<file path="config.mk">
export PLATFORM = sky130hd
export DESIGN_NAME = mas_queue
export DESIGN_NICKNAME = d
export VERILOG_FILES = /design/src/design/assert_macros.svh /design/src/design/mas_pkg.sv /design/src/design/mas_queue.sv
export SDC_FILE = /design/constraint.sdc
export NUM_CORES = 1
export LEC_CHECK = 0
export ABC_AREA = 1
export BUFFER_PORTS_ARGS = -buffer_cell sky130_fd_sc_hd__clkbuf_2
export CORE_MARGIN = 10
export CORE_UTILIZATION = 55
export CTS_CLUSTER_SIZE = 24
export DETAILED_ROUTE_END_ITERATION = 8
export PLACE_DENSITY = 0.77
export SLEW_MARGIN = 20
export SYNTH_ARGS = -nofsm -noshare
export SYNTH_HDL_FRONTEND = slang
export SYNTH_SLANG_ARGS = --single-unit
export TNS_END_PERCENT = 100
</file>
<file path="constraint.sdc">
create_clock -name aclk -period 3.86 [get_ports aclk]
set_input_delay 0.772 -clock aclk [delete_from_list [all_inputs] [get_ports aclk]]
set_output_delay 0.772 -clock aclk [all_outputs]
set_load 0.01 [all_outputs]
</file>
<file path="src/design/assert_macros.svh">
// ------------------------------------------------------------------------------------------
// Assertion macros
// Shared concurrent assertion wrappers, clocked on aclk and quiet during reset.
// ------------------------------------------------------------------------------------------
`ifndef ASSERT_MACROS_SVH
`define ASSERT_MACROS_SVH

// expression must hold at every clock edge out of reset
`define ASSERT_ALWAYS(label, expr, msg) \
    label: assert property (@(posedge aclk) disable iff (!aresetn) (expr)) \
        else $error(msg);

// antecedent implies consequent in the same cycle
`define ASSERT_IMPLIES(label, ante, cons, msg) \
    label: assert property (@(posedge aclk) disable iff (!aresetn) (ante) |-> (cons)) \
        else $error(msg);

`endif

</file>
<file path="src/design/mas_pkg.sv">
// ------------------------------------------------------------------------------------------
// Matrix add/sub/multiply package
// Shared constants, codes, word layouts and types of the matrix engine.
// ------------------------------------------------------------------------------------------
package mas_pkg;

    // sizing
    localparam int MAX_DIM     = 8;
    localparam int FRAC_BITS   = 16;
    localparam int IDX_W       = (MAX_DIM > 1) ? $clog2(MAX_DIM) : 1;
    localparam int ADDR_W      = 2 * IDX_W;
    localparam int STORE_DEPTH = 1 << ADDR_W;
    localparam int DIM_W       = 4;
    localparam int POS_W       = 3;
    localparam int DATA_W      = 32;
    localparam int PROD_W      = 2 * DATA_W;
    localparam int ACC_W       = PROD_W + $clog2(MAX_DIM + 1) + 1;
    localparam int QUEUE_DEPTH = 4;
    localparam int QPTR_W      = $clog2(QUEUE_DEPTH);
    localparam int PADDR_W     = 5;

    // round half up on the product sum; nothing when there are no fraction bits
    localparam logic signed [ACC_W-1:0] ROUND_C = (ACC_W'(1) << FRAC_BITS) >> 1;
    localparam logic [DATA_W-1:0]        SAT_MAX = 32'h7FFF_FFFF;
    localparam logic [DATA_W-1:0]        SAT_MIN = 32'h8000_0000;

    // input action codes
    typedef enum logic [1:0] {
        ACT_LOAD_A = 2'd0,
        ACT_LOAD_B = 2'd1,
        ACT_RUN    = 2'd2,
        ACT_NONE   = 2'd3
    } action_t;

    // operation codes
    typedef enum logic [1:0] {
        OP_ADD = 2'd0,
        OP_SUB = 2'd1,
        OP_MUL = 2'd2,
        OP_BAD = 2'd3
    } op_t;

    // register map, index = paddr / 4
    typedef enum logic [2:0] {
        REG_OPERATION = 3'd0,
        REG_A_ROWS    = 3'd1,
        REG_A_COLS    = 3'd2,
        REG_B_ROWS    = 3'd3,
        REG_B_COLS    = 3'd4
    } reg_idx_t;

    // command kinds held in the queue
    typedef enum logic [1:0] {
        CMD_LOAD_A,
        CMD_LOAD_B,
        CMD_RUN
    } cmd_kind_t;

    // engine sequencer
    typedef enum logic [2:0] {
        ST_IDLE,
        ST_MAC,
        ST_DRAIN,
        ST_EMIT,
        ST_ERR
    } eng_state_t;

    // configuration as seen by front and engine
    typedef struct packed {
        op_t              operation;
        logic [DIM_W-1:0] a_rows;
        logic [DIM_W-1:0] a_cols;
        logic [DIM_W-1:0] b_rows;
        logic [DIM_W-1:0] b_cols;
    } cfg_t;

    // queued command
    typedef struct packed {
        cmd_kind_t         kind;
        logic              ok;
        logic [ADDR_W-1:0] addr;
        logic [DATA_W-1:0] data;
    } cmd_t;

    // input word, lowest field last
    typedef struct packed {
        logic [1:0]        pad;
        logic [DATA_W-1:0] element;
        logic [POS_W-1:0]  col_index;
        logic [POS_W-1:0]  row_index;
    } in_word_t;

    // result word, lowest field last
    typedef struct packed {
        logic [1:0]        pad;
        logic [DATA_W-1:0] out_value;
        logic [POS_W-1:0]  out_col;
        logic [POS_W-1:0]  out_row;
    } out_word_t;

    // dimension in 1..MAX_DIM
    function automatic logic dim_ok(input logic [DIM_W-1:0] d);
        logic in_range;
        in_range = ({1'b0, d} <= (DIM_W+1)'(MAX_DIM));
        return (d != '0) && in_range;
    endfunction

endpackage

</file>
<file path="src/design/mas_queue.sv">
// ------------------------------------------------------------------------------------------
// Matrix engine command queue
// Short FIFO between front end and engine so each side stalls on its own.
// ------------------------------------------------------------------------------------------
module mas_queue
    import mas_pkg::*;
(
    input  logic aclk,
    input  logic aresetn,
    input  logic push,
    input  cmd_t wdata,
    output logic ready,
    output logic valid,
    output cmd_t rdata,
    input  logic pop
);

    cmd_t              slot_reg [QUEUE_DEPTH];
    logic [QPTR_W-1:0] wr_ptr_reg, wr_ptr_next;
    logic [QPTR_W-1:0] rd_ptr_reg, rd_ptr_next;
    logic [QPTR_W:0]   count_reg, count_next;

    assign ready = (count_reg != (QPTR_W+1)'(QUEUE_DEPTH));
    assign valid = (count_reg != '0);
    assign rdata = slot_reg[rd_ptr_reg];

    // pointer and fill count
    always_comb begin
        wr_ptr_next = push ? wr_ptr_reg + QPTR_W'(1) : wr_ptr_reg;
        rd_ptr_next = pop  ? rd_ptr_reg + QPTR_W'(1) : rd_ptr_reg;
        count_next  = count_reg;
        if (push && !pop) begin
            count_next = count_reg + (QPTR_W+1)'(1);
        end else if (pop && !push) begin
            count_next = count_reg - (QPTR_W+1)'(1);
        end
    end

    always_ff @(posedge aclk) begin
        if (!aresetn) begin
            wr_ptr_reg <= '0;
            rd_ptr_reg <= '0;
            count_reg  <= '0;
        end else begin
            wr_ptr_reg <= wr_ptr_next;
            rd_ptr_reg <= rd_ptr_next;
            count_reg  <= count_next;
        end
    end

    // entry storage
    always_ff @(posedge aclk) begin
        if (push) begin
            slot_reg[wr_ptr_reg] <= wdata;
        end
    end

endmodule

</file>
==> results.sh <==
export IMPL_ant_nets=0
export IMPL_rr_endpoint="slot_reg[0][15]"
export IMPL_status="complete, no violations"
export IMPL_clock_skew_ns=0.00771
export IMPL_drive_gt1_share_pct=23.2
export IMPL_rsz0062_at_grt="no"
export IMPL_gp_congestion=0.741
export IMPL_grt_max_degree=83
export IMPL_r2r_start="wr_ptr_reg[0]"
export IMPL_cts_resized=0
export IMPL_critical_path_top_delay_family="buffers and inverters"
export IMPL_drt_first_pass_iters=5
export IMPL_rows=39
export IMPL_post_synth_top_count_cell="edfxtp_1"
export IMPL_post_dp_hpwl_mm=7.42
export IMPL_post_route_drc_count=0
export IMPL_synth_area_leaders="edfxtp_1, nor2_1, o22ai_1, o21ai_1, o21ai_0"
export IMPL_slew_violations=0
export IMPL_setup_worst_path_class="register to output pin"
export IMPL_postLayoutCoreUtil_pct=65.9
export IMPL_avgViaCountPerCell=5.58
export IMPL_antenna_found_initial=0
export IMPL_postCtsHoldBufs=0
export IMPL_start_kind="register"
export IMPL_worstPathCellList="buf_4, o21ai_1, o22ai_1, clkbuf_2"
export IMPL_slowest_stage="buf_4"
export IMPL_hold_viol=0
export IMPL_yosysSeqAreaShare_pct=78.3
export IMPL_synthMuxAreaShare_pct=0
export IMPL_fin_crit_sh_pct=75.2
export IMPL_die_h_um=129
export IMPL_syn_inst=454
export IMPL_fp_dieW_um=129
export IMPL_first_iter_violations=388
export IMPL_synth_top_family_by_area="compound AO/OA/AOI/OAI gates"
export IMPL_yosys_area_share_simple_pct=5.74
export IMPL_worstSkewPairLatency_ns=0.42
export IMPL_groute_usage_overall_pct=15.7
export IMPL_pin_count=88
export IMPL_synth_compound_area_share_pct=11.1
export IMPL_endpoint="rdata[19]"
export IMPL_whs_ns=0.445
export IMPL_core_sq_um=11500
export IMPL_setup_tns_ns=0
export IMPL_setup_viol_count_final=0
export IMPL_final_area_sq_um=7590
export IMPL_synth_fa_ha_area_share_pct=1.27
export IMPL_crit_cells=4
export IMPL_synthTopCellsByCount="edfxtp_1, nor2_1, o21ai_1"
export IMPL_grt_pass1_wl_mm=19.9
export IMPL_syn_avg_cell_area_sq_um=14.4
export IMPL_min_period_ns=2.90
export IMPL_clk_path_buf_depth=2
export IMPL_synth_top_area_share_pct=75.6
export IMPL_synth_area_sq_um=6520
export IMPL_diodes=0
export IMPL_largest_reg_flops=164
export IMPL_vdd_drop_max_mv=0.375
export IMPL_synth_main_ff_cell="edfxtp_1"
export IMPL_slowest_delay_ns=0.67
export IMPL_cp_max_fo=82
export IMPL_fmax_ghz=0.344
export IMPL_r2r_cells=4
export IMPL_routed_wl_mm=12.8
export IMPL_worstHoldPathType="register to register"
export IMPL_cap_viol_max_count=0
export IMPL_worstPathArrival_ns=2.13
export IMPL_dieArea_sq_um=16600
export IMPL_port_buffers=87
export IMPL_ys_ff_latch=173
export IMPL_cts_htree_levels=4
export IMPL_tightestPinTransition_ns=1.03
export IMPL_synth_cell_types=17
export IMPL_path_clk_slew_ns=0.06
export IMPL_synth_xor_area_share_pct=0
export IMPL_dpl_cell_area_sq_um=7000
export IMPL_cts_tree="built"
export IMPL_initial_core_util_pct=56.6
export IMPL_cts_sinks=173
export IMPL_cellPowerDensity_nw_per_um2=554
export IMPL_worstPathRequired_ns=3.09
export IMPL_clockRootBuffer="clkbuf_16"
export IMPL_grt_remaining_overflow=0
export IMPL_cp_num_buf_inv=2
export IMPL_grt_pass1_vias=4050
export IMPL_yosysWarnings=0
export IMPL_via_count=3881
export IMPL_cts_inserted_buffers=17
export IMPL_synth_edf_count=164
export IMPL_slew_headroom_pct=31.0
export IMPL_crit_path_end_kind="output pin"
export IMPL_syn_to_final_growth_pct=16.5
export IMPL_async_flop_share_pct=0
export IMPL_yosysTopAreaCell="edfxtp_1"
export IMPL_post_cts_buffers=0
export IMPL_leakage_nw=2.74
export IMPL_wire_per_inst_um=18.5
export IMPL_fin_nets=590
export IMPL_syn_nets=505
export IMPL_r2r_slack_ns=2.04
-- per-layer routing --
layer	GRT usage (%)	wire length (um)	share of wire [%]	vias to the layer above
li1	-	-	-	1853
met1	17.6	5000	39	1898
met2	27.1	6820	53	119
met3	5.17	864	6.7	11
met4	6.82	160	1.2	0
met5	0	0	0	-
-- how the worst min path moves through the flow --
| stage | startpoint | to | slack (ns) | depth (start not counted) |
|---|---|---|---|---|
| after floorplan | rd_ptr_reg[1] | register | 0.41 | 1 |
| after global placement | rd_ptr_reg[1] | register | 0.42 | 1 |
| after detailed placement | rd_ptr_reg[1] | register | 0.44 | 1 |
| after CTS | rd_ptr_reg[1] | register | 0.45 | 1 |
| after global routing | rd_ptr_reg[1] | register | 0.47 | 1 |
| final | rd_ptr_reg[1] | register | 0.44 | 1 |
-- kinds of logic after synthesis --
logic type / after synthesis
DFF: 173
adders and majority gates: 6
AOI/OAI and AO/OA: 134
and+or+nand+nor: 98
buffers and inverters: 43
-- cells in the final DEF (no fill, tap or decap), types with 3 or more instances in the layout --
| cell type | n |
|---|---|
| inv_1 | 12 |
| o21ai_0 | 41 |
| inv_2 | 6 |
| o22ai_1 | 41 |
| edfxtp_1 | 164 |
| a21oi_1 | 5 |
| buf_4 | 4 |
| o21ai_1 | 47 |
| clkbuf_16 | 17 |
| clkinv_2 | 4 |
| clkinvlp_4 | 3 |
| dfxtp_1 | 7 |
| ha_1 | 5 |
| clkbuf_2 | 87 |
| nand2_1 | 9 |
| nor2_1 | 85 |
| bufinv_16 | 3 |
| nand3_1 | 3 |
-- layout make-up --
| class | count | area (sq um) |
|---|---|---|
| clock buffer | 20 | 447 |
| clock inverter | 12 | 145 |
| fill | 809 | 3930 |
| inverter | 18 | 67.6 |
| multi-input combinational | 238 | 1180 |
| sequential | 173 | 5110 |
| tap | 143 | 179 |
| timing repair buffer | 91 | 465 |
-- worst register-to-register path, delay by kind of cell, from the launching register on --
kind | cells | cell delay, ns
buffers and inverters | 2 | 0.86
DFF | 1 | 0.33
adders and majority gates | 1 | 0.16
and+or+nand+nor | 1 | 0.06
-- per-stage QoR --
stage	power [mW]	cells	worst slack [ns]
CTS	4.24	695	0.968
floorplan	2.42	454	1.85
global route	4.35	695	0.834
global placement	2.56	663	1.47
finish	4.21	695	0.957
detailed placement	2.58	663	1.42
-- power breakdown --
part / internal, mW / total [mW] / switching (mW) / leakage (nW)
sequential: 2.14 / 2.16 / 0.0212 / 1.58
combinational: 0.120 / 0.372 / 0.252 / 0.875
clock: 1.03 / 1.67 / 0.643 / 0.283
total: 3.29 / 4.21 / 0.916 / 2.74
No activity file was read; power rests on OpenSTA's default activity.
