$ cat config.mk
export PLATFORM = sky130hd
export DESIGN_NAME = mas_front
export DESIGN_NICKNAME = d
export VERILOG_FILES = /design/src/design/assert_macros.svh /design/src/design/mas_pkg.sv /design/src/design/mas_front.sv
export SDC_FILE = /design/constraint.sdc
export NUM_CORES = 1
export LEC_CHECK = 0
export BUFFER_PORTS_ARGS = -buffer_cell sky130_fd_sc_hd__buf_2
export CAP_MARGIN = 20
export CORE_AREA = 2 2 48 50
export DETAILED_ROUTE_END_ITERATION = 12
export DIE_AREA = 0 0 50 52
export PLACE_DENSITY = 0.9
export SYNTH_ARGS = -nofsm -noshare
export SYNTH_HDL_FRONTEND = slang
export SYNTH_SLANG_ARGS = --single-unit
export TNS_END_PERCENT = 5
$ cat constraint.sdc
create_clock -name vclk -period 1.4
set_input_delay 0.21 -clock vclk [all_inputs]
set_output_delay 0.21 -clock vclk [all_outputs]
set_load 0.005 [all_outputs]
$ cat src/design/assert_macros.svh
// ------------------------------------------------------------------------------------------
// Assertion macros
// Shared concurrent assertion wrappers, clocked on aclk and quiet during reset.
// ------------------------------------------------------------------------------------------
`ifndef ASSERT_MACROS_SVH
`define ASSERT_MACROS_SVH

// expression must hold at every clock edge out of reset
`define ASSERT_ALWAYS(label, expr, msg) \
    label: assert property (@(posedge aclk) disable iff (!aresetn) (expr)) \
        else $error(msg);

// antecedent implies consequent in the same cycle
`define ASSERT_IMPLIES(label, ante, cons, msg) \
    label: assert property (@(posedge aclk) disable iff (!aresetn) (ante) |-> (cons)) \
        else $error(msg);

`endif

$ cat src/design/mas_pkg.sv
// ------------------------------------------------------------------------------------------
// Matrix add/sub/multiply package
// Shared constants, codes, word layouts and types of the matrix engine.
// ------------------------------------------------------------------------------------------
package mas_pkg;

    // sizing
    localparam int MAX_DIM     = 8;
    localparam int FRAC_BITS   = 16;
    localparam int IDX_W       = (MAX_DIM > 1) ? $clog2(MAX_DIM) : 1;
    localparam int ADDR_W      = 2 * IDX_W;
    localparam int STORE_DEPTH = 1 << ADDR_W;
    localparam int DIM_W       = 4;
    localparam int POS_W       = 3;
    localparam int DATA_W      = 32;
    localparam int PROD_W      = 2 * DATA_W;
    localparam int ACC_W       = PROD_W + $clog2(MAX_DIM + 1) + 1;
    localparam int QUEUE_DEPTH = 4;
    localparam int QPTR_W      = $clog2(QUEUE_DEPTH);
    localparam int PADDR_W     = 5;

    // round half up on the product sum; nothing when there are no fraction bits
    localparam logic signed [ACC_W-1:0] ROUND_C = (ACC_W'(1) << FRAC_BITS) >> 1;
    localparam logic [DATA_W-1:0]        SAT_MAX = 32'h7FFF_FFFF;
    localparam logic [DATA_W-1:0]        SAT_MIN = 32'h8000_0000;

    // input action codes
    typedef enum logic [1:0] {
        ACT_LOAD_A = 2'd0,
        ACT_LOAD_B = 2'd1,
        ACT_RUN    = 2'd2,
        ACT_NONE   = 2'd3
    } action_t;

    // operation codes
    typedef enum logic [1:0] {
        OP_ADD = 2'd0,
        OP_SUB = 2'd1,
        OP_MUL = 2'd2,
        OP_BAD = 2'd3
    } op_t;

    // register map, index = paddr / 4
    typedef enum logic [2:0] {
        REG_OPERATION = 3'd0,
        REG_A_ROWS    = 3'd1,
        REG_A_COLS    = 3'd2,
        REG_B_ROWS    = 3'd3,
        REG_B_COLS    = 3'd4
    } reg_idx_t;

    // command kinds held in the queue
    typedef enum logic [1:0] {
        CMD_LOAD_A,
        CMD_LOAD_B,
        CMD_RUN
    } cmd_kind_t;

    // engine sequencer
    typedef enum logic [2:0] {
        ST_IDLE,
        ST_MAC,
        ST_DRAIN,
        ST_EMIT,
        ST_ERR
    } eng_state_t;

    // configuration as seen by front and engine
    typedef struct packed {
        op_t              operation;
        logic [DIM_W-1:0] a_rows;
        logic [DIM_W-1:0] a_cols;
        logic [DIM_W-1:0] b_rows;
        logic [DIM_W-1:0] b_cols;
    } cfg_t;

    // queued command
    typedef struct packed {
        cmd_kind_t         kind;
        logic              ok;
        logic [ADDR_W-1:0] addr;
        logic [DATA_W-1:0] data;
    } cmd_t;

    // input word, lowest field last
    typedef struct packed {
        logic [1:0]        pad;
        logic [DATA_W-1:0] element;
        logic [POS_W-1:0]  col_index;
        logic [POS_W-1:0]  row_index;
    } in_word_t;

    // result word, lowest field last
    typedef struct packed {
        logic [1:0]        pad;
        logic [DATA_W-1:0] out_value;
        logic [POS_W-1:0]  out_col;
        logic [POS_W-1:0]  out_row;
    } out_word_t;

    // dimension in 1..MAX_DIM
    function automatic logic dim_ok(input logic [DIM_W-1:0] d);
        logic in_range;
        in_range = ({1'b0, d} <= (DIM_W+1)'(MAX_DIM));
        return (d != '0) && in_range;
    endfunction

endpackage

$ cat src/design/mas_front.sv
// ------------------------------------------------------------------------------------------
// Matrix engine front end
// Takes input words, drops what means nothing, and queues loads and runs with their
// store address or dimension check.
// ------------------------------------------------------------------------------------------
module mas_front
    import mas_pkg::*;
(
    input  logic     s_tvalid,
    output logic     s_tready,
    input  in_word_t s_word,
    input  action_t  s_action,
    input  cfg_t     cfg,
    input  logic     q_ready,
    output logic     q_push,
    output cmd_t     q_wdata
);

    logic in_range;
    logic keep;
    logic run_ok;
    logic dims_ok;

    // words are taken whenever the queue has room
    assign s_tready = q_ready;

    // loads outside the store are dropped
    assign in_range = ({1'b0, s_word.row_index} < (POS_W+1)'(MAX_DIM))
                   && ({1'b0, s_word.col_index} < (POS_W+1)'(MAX_DIM));

    // run dimension check; the user keeps config stable while work is pending, not enforced
    assign dims_ok = dim_ok(cfg.a_rows) && dim_ok(cfg.a_cols)
                  && dim_ok(cfg.b_rows) && dim_ok(cfg.b_cols);

    always_comb begin
        case (cfg.operation)
            OP_ADD, OP_SUB: run_ok = dims_ok && (cfg.a_rows == cfg.b_rows)
                                             && (cfg.a_cols == cfg.b_cols);
            OP_MUL:         run_ok = dims_ok && (cfg.a_cols == cfg.b_rows);
            default:        run_ok = 1'b0;
        endcase
    end

    // classify and build the queued command
    always_comb begin
        q_wdata.kind = CMD_RUN;
        q_wdata.ok   = run_ok;
        q_wdata.addr = {IDX_W'(s_word.row_index), IDX_W'(s_word.col_index)};
        q_wdata.data = s_word.element;
        keep         = 1'b0;
        case (s_action)
            ACT_LOAD_A: begin
                q_wdata.kind = CMD_LOAD_A;
                keep         = in_range;
            end
            ACT_LOAD_B: begin
                q_wdata.kind = CMD_LOAD_B;
                keep         = in_range;
            end
            ACT_RUN: begin
                q_wdata.kind = CMD_RUN;
                keep         = 1'b1;
            end
            default: begin
                q_wdata.kind = CMD_RUN;
                keep         = 1'b0;
            end
        endcase
    end

    assign q_push = s_tvalid && q_ready && keep;

endmodule

==> results.sh, run 1 <==
export IMPL_status="finished with violations"
export IMPL_violations="setup timing"
export IMPL_drive_gt1_frac=0.6418
export IMPL_antenna_left=0
export IMPL_setup_viol=1
export IMPL_rows=17
export IMPL_p_clk_frac=0
export IMPL_crit_slowest_cell="or4_4"
export IMPL_first_global_vias=372
export IMPL_start_kind="primary input"
export IMPL_p_int_uw=95.91
export IMPL_gp_congestion=0.7049
export IMPL_required_ps=1190
export IMPL_path_buf_inv=2
export IMPL_fmax_ghz=0.6623
export IMPL_routedWlPerCell_um=11.07
export IMPL_drt_iter0_drc=3
export IMPL_hold_depth=0
export IMPL_rsz0062_at_grt="yes"
export IMPL_die_y_um=52
export IMPL_final_cell_mix="buf_2 (20), buf_4 (10), xnor2_1 (8)"
export IMPL_worstSetupEndpointType="primary output"
export IMPL_synthCells=71
export IMPL_slew_violations=0
export IMPL_yosysWarnings=0
export IMPL_fin_util=0.2608
export IMPL_die_w_um=50
export IMPL_combPwrFrac=1.000
export IMPL_leakagePower_nw=0.2525
export IMPL_max_slew_worst_pin_slew_ps=261.1
export IMPL_synth_compound_area_share=0.01914
export IMPL_switching_share=0.3728
export IMPL_cellPowerDensity_nw_per_um2=278.4
export IMPL_path_max_fanout=2
export IMPL_max_stage_delay_ps=490
export IMPL_setup_ws_ps=-109.8
export IMPL_grt_max_degree=4
export IMPL_diodes=0
export IMPL_design_core_area_sq_um=2106
export IMPL_p_switching_uw=57.01
export IMPL_initial_core_util=0.2484
export IMPL_synthSimpleGateAreaFrac=0.1316
export IMPL_first_pass_iters=4
export IMPL_maxCapViolCount=0
export IMPL_critical_path_top_delay_family="simple AND/OR/NAND/NOR gates"
export IMPL_drc=0
export IMPL_worst_ep_arrival_time_ps=1300
export IMPL_min_delay_start="s_word[16]"
export IMPL_worst_setup_path_type="in -> out"
export IMPL_synth_top_family_by_area="buffers and inverters"
export IMPL_layout_commonest_cell="buf_2"
export IMPL_vias_per_cell=4.116
export IMPL_wirelength_mm=1.052
export IMPL_area_delta_synth_final_pct=5.024
export IMPL_dp_slack_ps=-109.6
export IMPL_power_frac_seq=0
export IMPL_ir_drop_mv=0.1435
export IMPL_min_period_ps=1510
export IMPL_fin_nets=131
export IMPL_synth_distinct_cells=12
export IMPL_hpwlAfterDp_um=806.2
export IMPL_grt_usage=0.06813
export IMPL_die_area_sq_um=2600
export IMPL_multi_input_area_sq_um=256.5
export IMPL_antenna_found_initial=0
export IMPL_sequential_cell_total=0
export IMPL_synth_area_sq_um=523.0
export IMPL_seq_area_frac_synth=0
export IMPL_yosys_mux_area_fraction=0
export IMPL_hp_class="in -> out"
export IMPL_hold_viol_final=0
export IMPL_slew_limit_headroom=0.8246
export IMPL_grt_pass1_wl_mm=1.442
export IMPL_dp_cells=95
export IMPL_crit_chain="buf_8, xnor2_2, nand3_1, or4_4, a21oi_2, buf_2"
export IMPL_synthXorXnorAreaFrac=0.2679
export IMPL_syn_area_per_cell_sq_um=7.366
export IMPL_vias=391
export IMPL_port_buffers=27
export IMPL_fill_cells=234
export IMPL_ios=105
export IMPL_finalCritPeriodShare=1.078
export IMPL_grt_ovfl_total=0
export IMPL_seq_area_sq_um=0
export IMPL_min_to="q_wdata[10]"
export IMPL_synth_adder_area_share=0
export IMPL_stdcell_count=95
export IMPL_syn_nets=133
export IMPL_n_clock_buffer=0
==> power groups by stage <==
stage / registers, mW / clock network, mW / logic [mW]
final: 0 / 0 / 0.153
after global routing: 0 / 0 / 0.164
after CTS: 0 / 0 / 0.137
after detailed placement: 0 / 0 / 0.126
after global placement: 0 / 0 / 0.123
after floorplan: 0 / 0 / 0.138
==> metrics by stage <==
stage,hold slack (ps),power (mW),area [sq um],TNS [ps]
floorplan,450.2,0.1380,523.0,0
global placement,420.0,0.1231,464.2,-114.3
detailed placement,420.0,0.1258,464.2,-109.6
CTS,420.0,0.1374,503.0,-65.50
global route,420.0,0.1641,549.3,-157.8
finish,420.0,0.1529,549.3,-109.8
==> layer usage <==
layer | up-vias | global-route usage | wire [um]
met5 | - | 0 | 0
met4 | 0 | 0.03704 | 39
met3 | 4 | 0.02874 | 124
met2 | 38 | 0.1338 | 579
met1 | 168 | 0.05670 | 309
li1 | 181 | - | -
==> cell families after synthesis <==
family | after synthesis
and+or+nand+nor | 12
xor gates and xnor gates | 16
AOI/OAI and AO/OA | 2
buffers and inverters | 41
==> cell usage after synthesis <==
library cell / instances / area, sq um
buf_4: 40 / 300.3
nor3_1: 5 / 25.02
or4_1: 1 / 7.510
nand4_1: 2 / 12.51
nor2b_1: 1 / 6.260
nand4b_1: 1 / 8.760
a21oi_1: 2 / 10.01
nand3_1: 1 / 5.000
xnor2_1: 12 / 105.1
nand2_1: 1 / 3.750
xor2_1: 4 / 35.03
clkbuf_1: 1 / 3.750
==> repair_timing <==
item,CTS,global route
buffers inserted,0,0
pin swaps,4,1
endpoints found under the hold margin,0,0
endpoints found under the setup margin,1,1
gates resized for setup,6,9
hold buffers,0,0
==> worst max path at each step <==
stage | start | endpoint | slack (ps) | cells past startpoint
4_1_cts | cfg[11] | q_wdata[38] | -70 | 6
6_report | cfg[1] | q_wdata[38] | -110 | 6
3_3_place_gp | cfg[9] | q_wdata[38] | -110 | 6
5_1_grt | cfg[1] | q_wdata[38] | -160 | 6
3_5_place_dp | cfg[9] | q_wdata[38] | -110 | 6
2_1_floorplan | cfg[5] | q_wdata[38] | 70 | 5
==> cell type report <==
class	count	area share
Multi-Input combinational cell	30	0.4670
Timing Repair Buffer	37	0.4692
Tap cell	28	0.06378
No activity file was read; power rests on OpenSTA's default activity.
==> inputs of run 2 (changes only) <==
CELL_PAD_IN_SITES_DETAIL_PLACEMENT = 1   (was unset)
CELL_PAD_IN_SITES_GLOBAL_PLACEMENT = 1   (was unset)
CORE_AREA = 2 2 65 67   (was 2 2 48 50)
DIE_AREA = 0 0 67 69   (was 0 0 50 52)
PLACE_DENSITY = 0.88   (was 0.9)
RECOVER_POWER = 50   (was unset)
==> results.sh, run 2 (synthesis gave the netlist of run 1 again) <==
export IMPL_area_delta_synth_final_pct=14.35
export IMPL_path_max_fanout=2
export IMPL_ir_drop_mv=0.07628
export IMPL_maxCapViolCount=0
export IMPL_die_y_um=69
export IMPL_n_clock_buffer=0
export IMPL_drc=0
export IMPL_sequential_cell_total=0
export IMPL_dp_slack_ps=-197.9
export IMPL_slew_limit_headroom=0.8126
export IMPL_grt_max_degree=4
export IMPL_port_buffers=27
export IMPL_power_frac_seq=0
export IMPL_min_period_ps=1519
export IMPL_slew_violations=0
export IMPL_multi_input_area_sq_um=261.5
export IMPL_hpwlAfterDp_mm=1.033
export IMPL_design_core_area_sq_um=3914
export IMPL_diodes=0
export IMPL_antenna_found_initial=0
export IMPL_cellPowerDensity_nw_per_um2=270.0
export IMPL_worstSetupEndpointType="primary output"
export IMPL_initial_core_util=0.1336
export IMPL_setup_ws_ps=-119.2
export IMPL_max_slew_worst_pin_slew_ps=279.0
export IMPL_die_w_um=67
export IMPL_routedWlPerCell_um=10.64
export IMPL_layout_commonest_cell="buf_2"
export IMPL_fill_cells=490
export IMPL_power_uw=161.5
export IMPL_holdBufCountCts=0
export IMPL_ios=105
export IMPL_placed_area_sq_um=521.8
export IMPL_status="finished with violations"
export IMPL_required_ps=1190
export IMPL_grt_ovfl_total=0
export IMPL_worst_setup_path_type="in -> out"
export IMPL_design_area_sq_um=598.1
export IMPL_p_int_uw=99.40
export IMPL_first_pass_iters=1
export IMPL_seq_area_sq_um=0
export IMPL_rsz0062_at_grt="yes"
export IMPL_grt_usage=0.05199
export IMPL_drive_gt1_frac=0.6761
export IMPL_drt_iter0_drc=0
export IMPL_final_cell_mix="buf_2 (21), buf_4 (15), xnor2_1 (8)"
export IMPL_vias=421
export IMPL_combPwrFrac=1.000
export IMPL_setup_tns_ps=-119.2
export IMPL_wirelength_mm=1.288
export IMPL_antenna_left=0
export IMPL_p_clk_frac=0
export IMPL_holdWs_ps=420.0
export IMPL_gp_congestion=0.6699
export IMPL_hold_viol_final=0
export IMPL_leakagePower_nw=0.2680
export IMPL_violations="setup timing"
export IMPL_vias_per_cell=3.479
export IMPL_fin_nets=135
export IMPL_worst_ep_arrival_time_ps=1310
export IMPL_grt_pass1_wl_mm=1.863
export IMPL_switching_share=0.3845
export IMPL_die_area_sq_um=4623
export IMPL_crit_chain="buf_6, xnor2_2, nand3_1, or4_4, a21oi_2, buf_2"
export IMPL_hp_class="in -> out"
export IMPL_finalCritPeriodShare=1.085
export IMPL_rows=23
export IMPL_setup_viol=1
export IMPL_post_cts_setup_buffer_count=0
export IMPL_p_switching_uw=62.09
export IMPL_fmax_ghz=0.6582
export IMPL_crit_slowest_cell="or4_4"
export IMPL_max_stage_delay_ps=490
export IMPL_start_kind="primary input"
export IMPL_first_global_vias=434
## run 2: power by group through the flow
| stage | Sequential (mW) | Combinational, mW | Clock (mW) |
|---|---|---|---|
| detailed placement | 0 | 0.139 | 0 |
| global placement | 0 | 0.134 | 0 |
| floorplan | 0 | 0.138 | 0 |
| finish | 0 | 0.161 | 0 |
| global route | 0 | 0.175 | 0 |
| CTS | 0 | 0.161 | 0 |
## run 2: layout make-up
cell class / count / share of cell area
Multi-Input combinational cell: 30 / 0.4372
Timing Repair Buffer: 41 / 0.4582
Tap cell: 50 / 0.1046
## run 2: stage by stage
stage                     std cells  utilization
after global routing            121       0.1528
after global placement          121       0.1333
after floorplan                  71            -
after detailed placement        121       0.1333
after CTS                       121       0.1515
final                           121       0.1528
## run 2: worst paths after layout
| kind | to | from | cells after the start |
|---|---|---|---|
| setup / recovery | q_wdata[38] | cfg[13] | 6 |
| hold / removal | q_wdata[10] | s_word[16] | 0 |
## run 2: routing by layer
metal,share of wire,global-route usage,vias to the layer above
met2,0.61,0.1177,34
met1,0.22,0.03350,182
met5,0,0,-
li1,-,-,189
met3,0.11,0.006525,16
met4,0.053,0.03175,0
## run 2: critical path: cells and delay by family
family / cells / cell delay [ps]
AO/OA/AOI/OAI: 1 / 130
XOR/XNOR: 1 / 140
buffers and inverters: 2 / 230
AND/OR/NAND/NOR: 2 / 600
## run 2: repair_timing
action                                  CTS  global route
endpoints found under the setup margin    1             1
gates resized for setup                  12             1
pin swaps                                 3             0
==> inputs of run 3 (changes only) <==
==> constraint.sdc (replaced) <==
create_clock -name vclk -period 1.4
set_input_delay 0 -clock vclk [all_inputs]
set_output_delay 0 -clock vclk [all_outputs]
set_load 0.005 [all_outputs]
==> results.sh, run 3 (synthesis gave the netlist of run 1 again) <==
export IMPL_status="completed"
export IMPL_p_switching_uw=49.02
export IMPL_p_int_uw=57.80
export IMPL_switching_share=0.4589
export IMPL_wirelength_mm=1.045
export IMPL_slew_violations=0
export IMPL_cts_resized=0
export IMPL_fill_cells=500
export IMPL_hp_class="in -> out"
export IMPL_finalCritPeriodShare=0.8494
export IMPL_grt_usage=0.04054
export IMPL_min_delay_start="s_word[4]"
export IMPL_hold_viol_final=0
export IMPL_final_cell_mix="buf_2 (27), xnor2_1 (12), nor3_1 (5)"
export IMPL_antenna_found_initial=0
export IMPL_fin_util=0.1065
export IMPL_initial_core_util=0.1336
export IMPL_diodes=0
export IMPL_gp_congestion=0.6446
export IMPL_area_delta_synth_final_pct=-20.33
export IMPL_drive_gt1_frac=0.4737
export IMPL_first_global_vias=355
export IMPL_ios=105
export IMPL_holdWs_ps=0.002000
export IMPL_path_max_fanout=3
export IMPL_worst_ep_arrival_time_ps=1190
export IMPL_routedWlPerCell_um=9.766
export IMPL_fmax_ghz=0.8410
export IMPL_slew_limit_headroom=0.7975
export IMPL_setup_tns_ps=0
export IMPL_vias=362
export IMPL_grt_ovfl_total=0
export IMPL_die_area_sq_um=4623
export IMPL_first_pass_iters=1
export IMPL_dp_slack_ps=172.9
export IMPL_layout_commonest_cell="buf_2"
export IMPL_ir_drop_mv=0.05703
export IMPL_die_w_um=67
export IMPL_setup_ws_ps=210.9
export IMPL_min_period_ps=1189
export IMPL_vias_per_cell=3.383
export IMPL_grt_pass1_wl_mm=1.490
export IMPL_post_cts_setup_buffer_count=0
export IMPL_grt_max_degree=4
export IMPL_fin_nets=121
export IMPL_port_buffers=27
export IMPL_antenna_left=0
export IMPL_cellPowerDensity_nw_per_um2=256.4
export IMPL_rows=23
export IMPL_die_y_um=69
export IMPL_worst_setup_path_type="in -> out"
export IMPL_combPwrFrac=1.000
export IMPL_max_slew_worst_pin_slew_ps=301.4
export IMPL_power_frac_seq=0
export IMPL_worstSetupEndpointType="primary output"
export IMPL_required_ps=1400
export IMPL_drc=0
export IMPL_rsz0062_at_grt="no"
export IMPL_holdBufCountCts=0
export IMPL_n_clock_buffer=0
export IMPL_drt_iter0_drc=0
export IMPL_maxCapViolCount=0
export IMPL_sequential_cell_total=0
export IMPL_start_kind="primary input"
export IMPL_setup_viol=0
export IMPL_worstSetupStartpoint="cfg[9]"
export IMPL_p_clk_frac=0
export IMPL_power_uw=106.8
export IMPL_leakagePower_nw=0.1641
export IMPL_design_core_area_sq_um=3914
export IMPL_seq_area_sq_um=0
-- run 3: cell type report --
class / count / area [sq um] / share of cell area
well taps: 50 / 62.56 / 0.1502
repair buffers: 27 / 135.1 / 0.3243
multi-input cells: 30 / 219.0 / 0.5255
-- run 3: worst max-delay path, stage by stage --
cell,delay [ps]
buf_2,130
xnor2_1,170
nand3_1,110
or4_1,470
a21oi_1,180
buf_2,140
-- run 3: worst paths after layout --
check,endpoint,slack [ps],cells past startpoint
hold / removal,q_wdata[33],0.002,0
setup / recovery,q_wdata[38],210,6
-- run 3: routing by layer --
layer,GRT usage,share of wire
met3,0.008157,0.16
met1,0.02461,0.21
met2,0.08801,0.57
met4,0.03175,0.065
met5,0,0
-- run 3: power by group through the flow --
stage               clock, mW  combinational (mW)  sequential [mW]
floorplan                   0               0.138                0
detailed placement          0               0.109                0
global route                0               0.119                0
CTS                         0               0.109                0
global placement            0               0.104                0
finish                      0               0.107                0
-- run 3: stage by stage --
step	std cells	area, sq um
floorplan	71	523.0
global placement	107	416.7
detailed placement	107	416.7
CTS	107	416.7
global route	107	416.7
finish	107	416.7
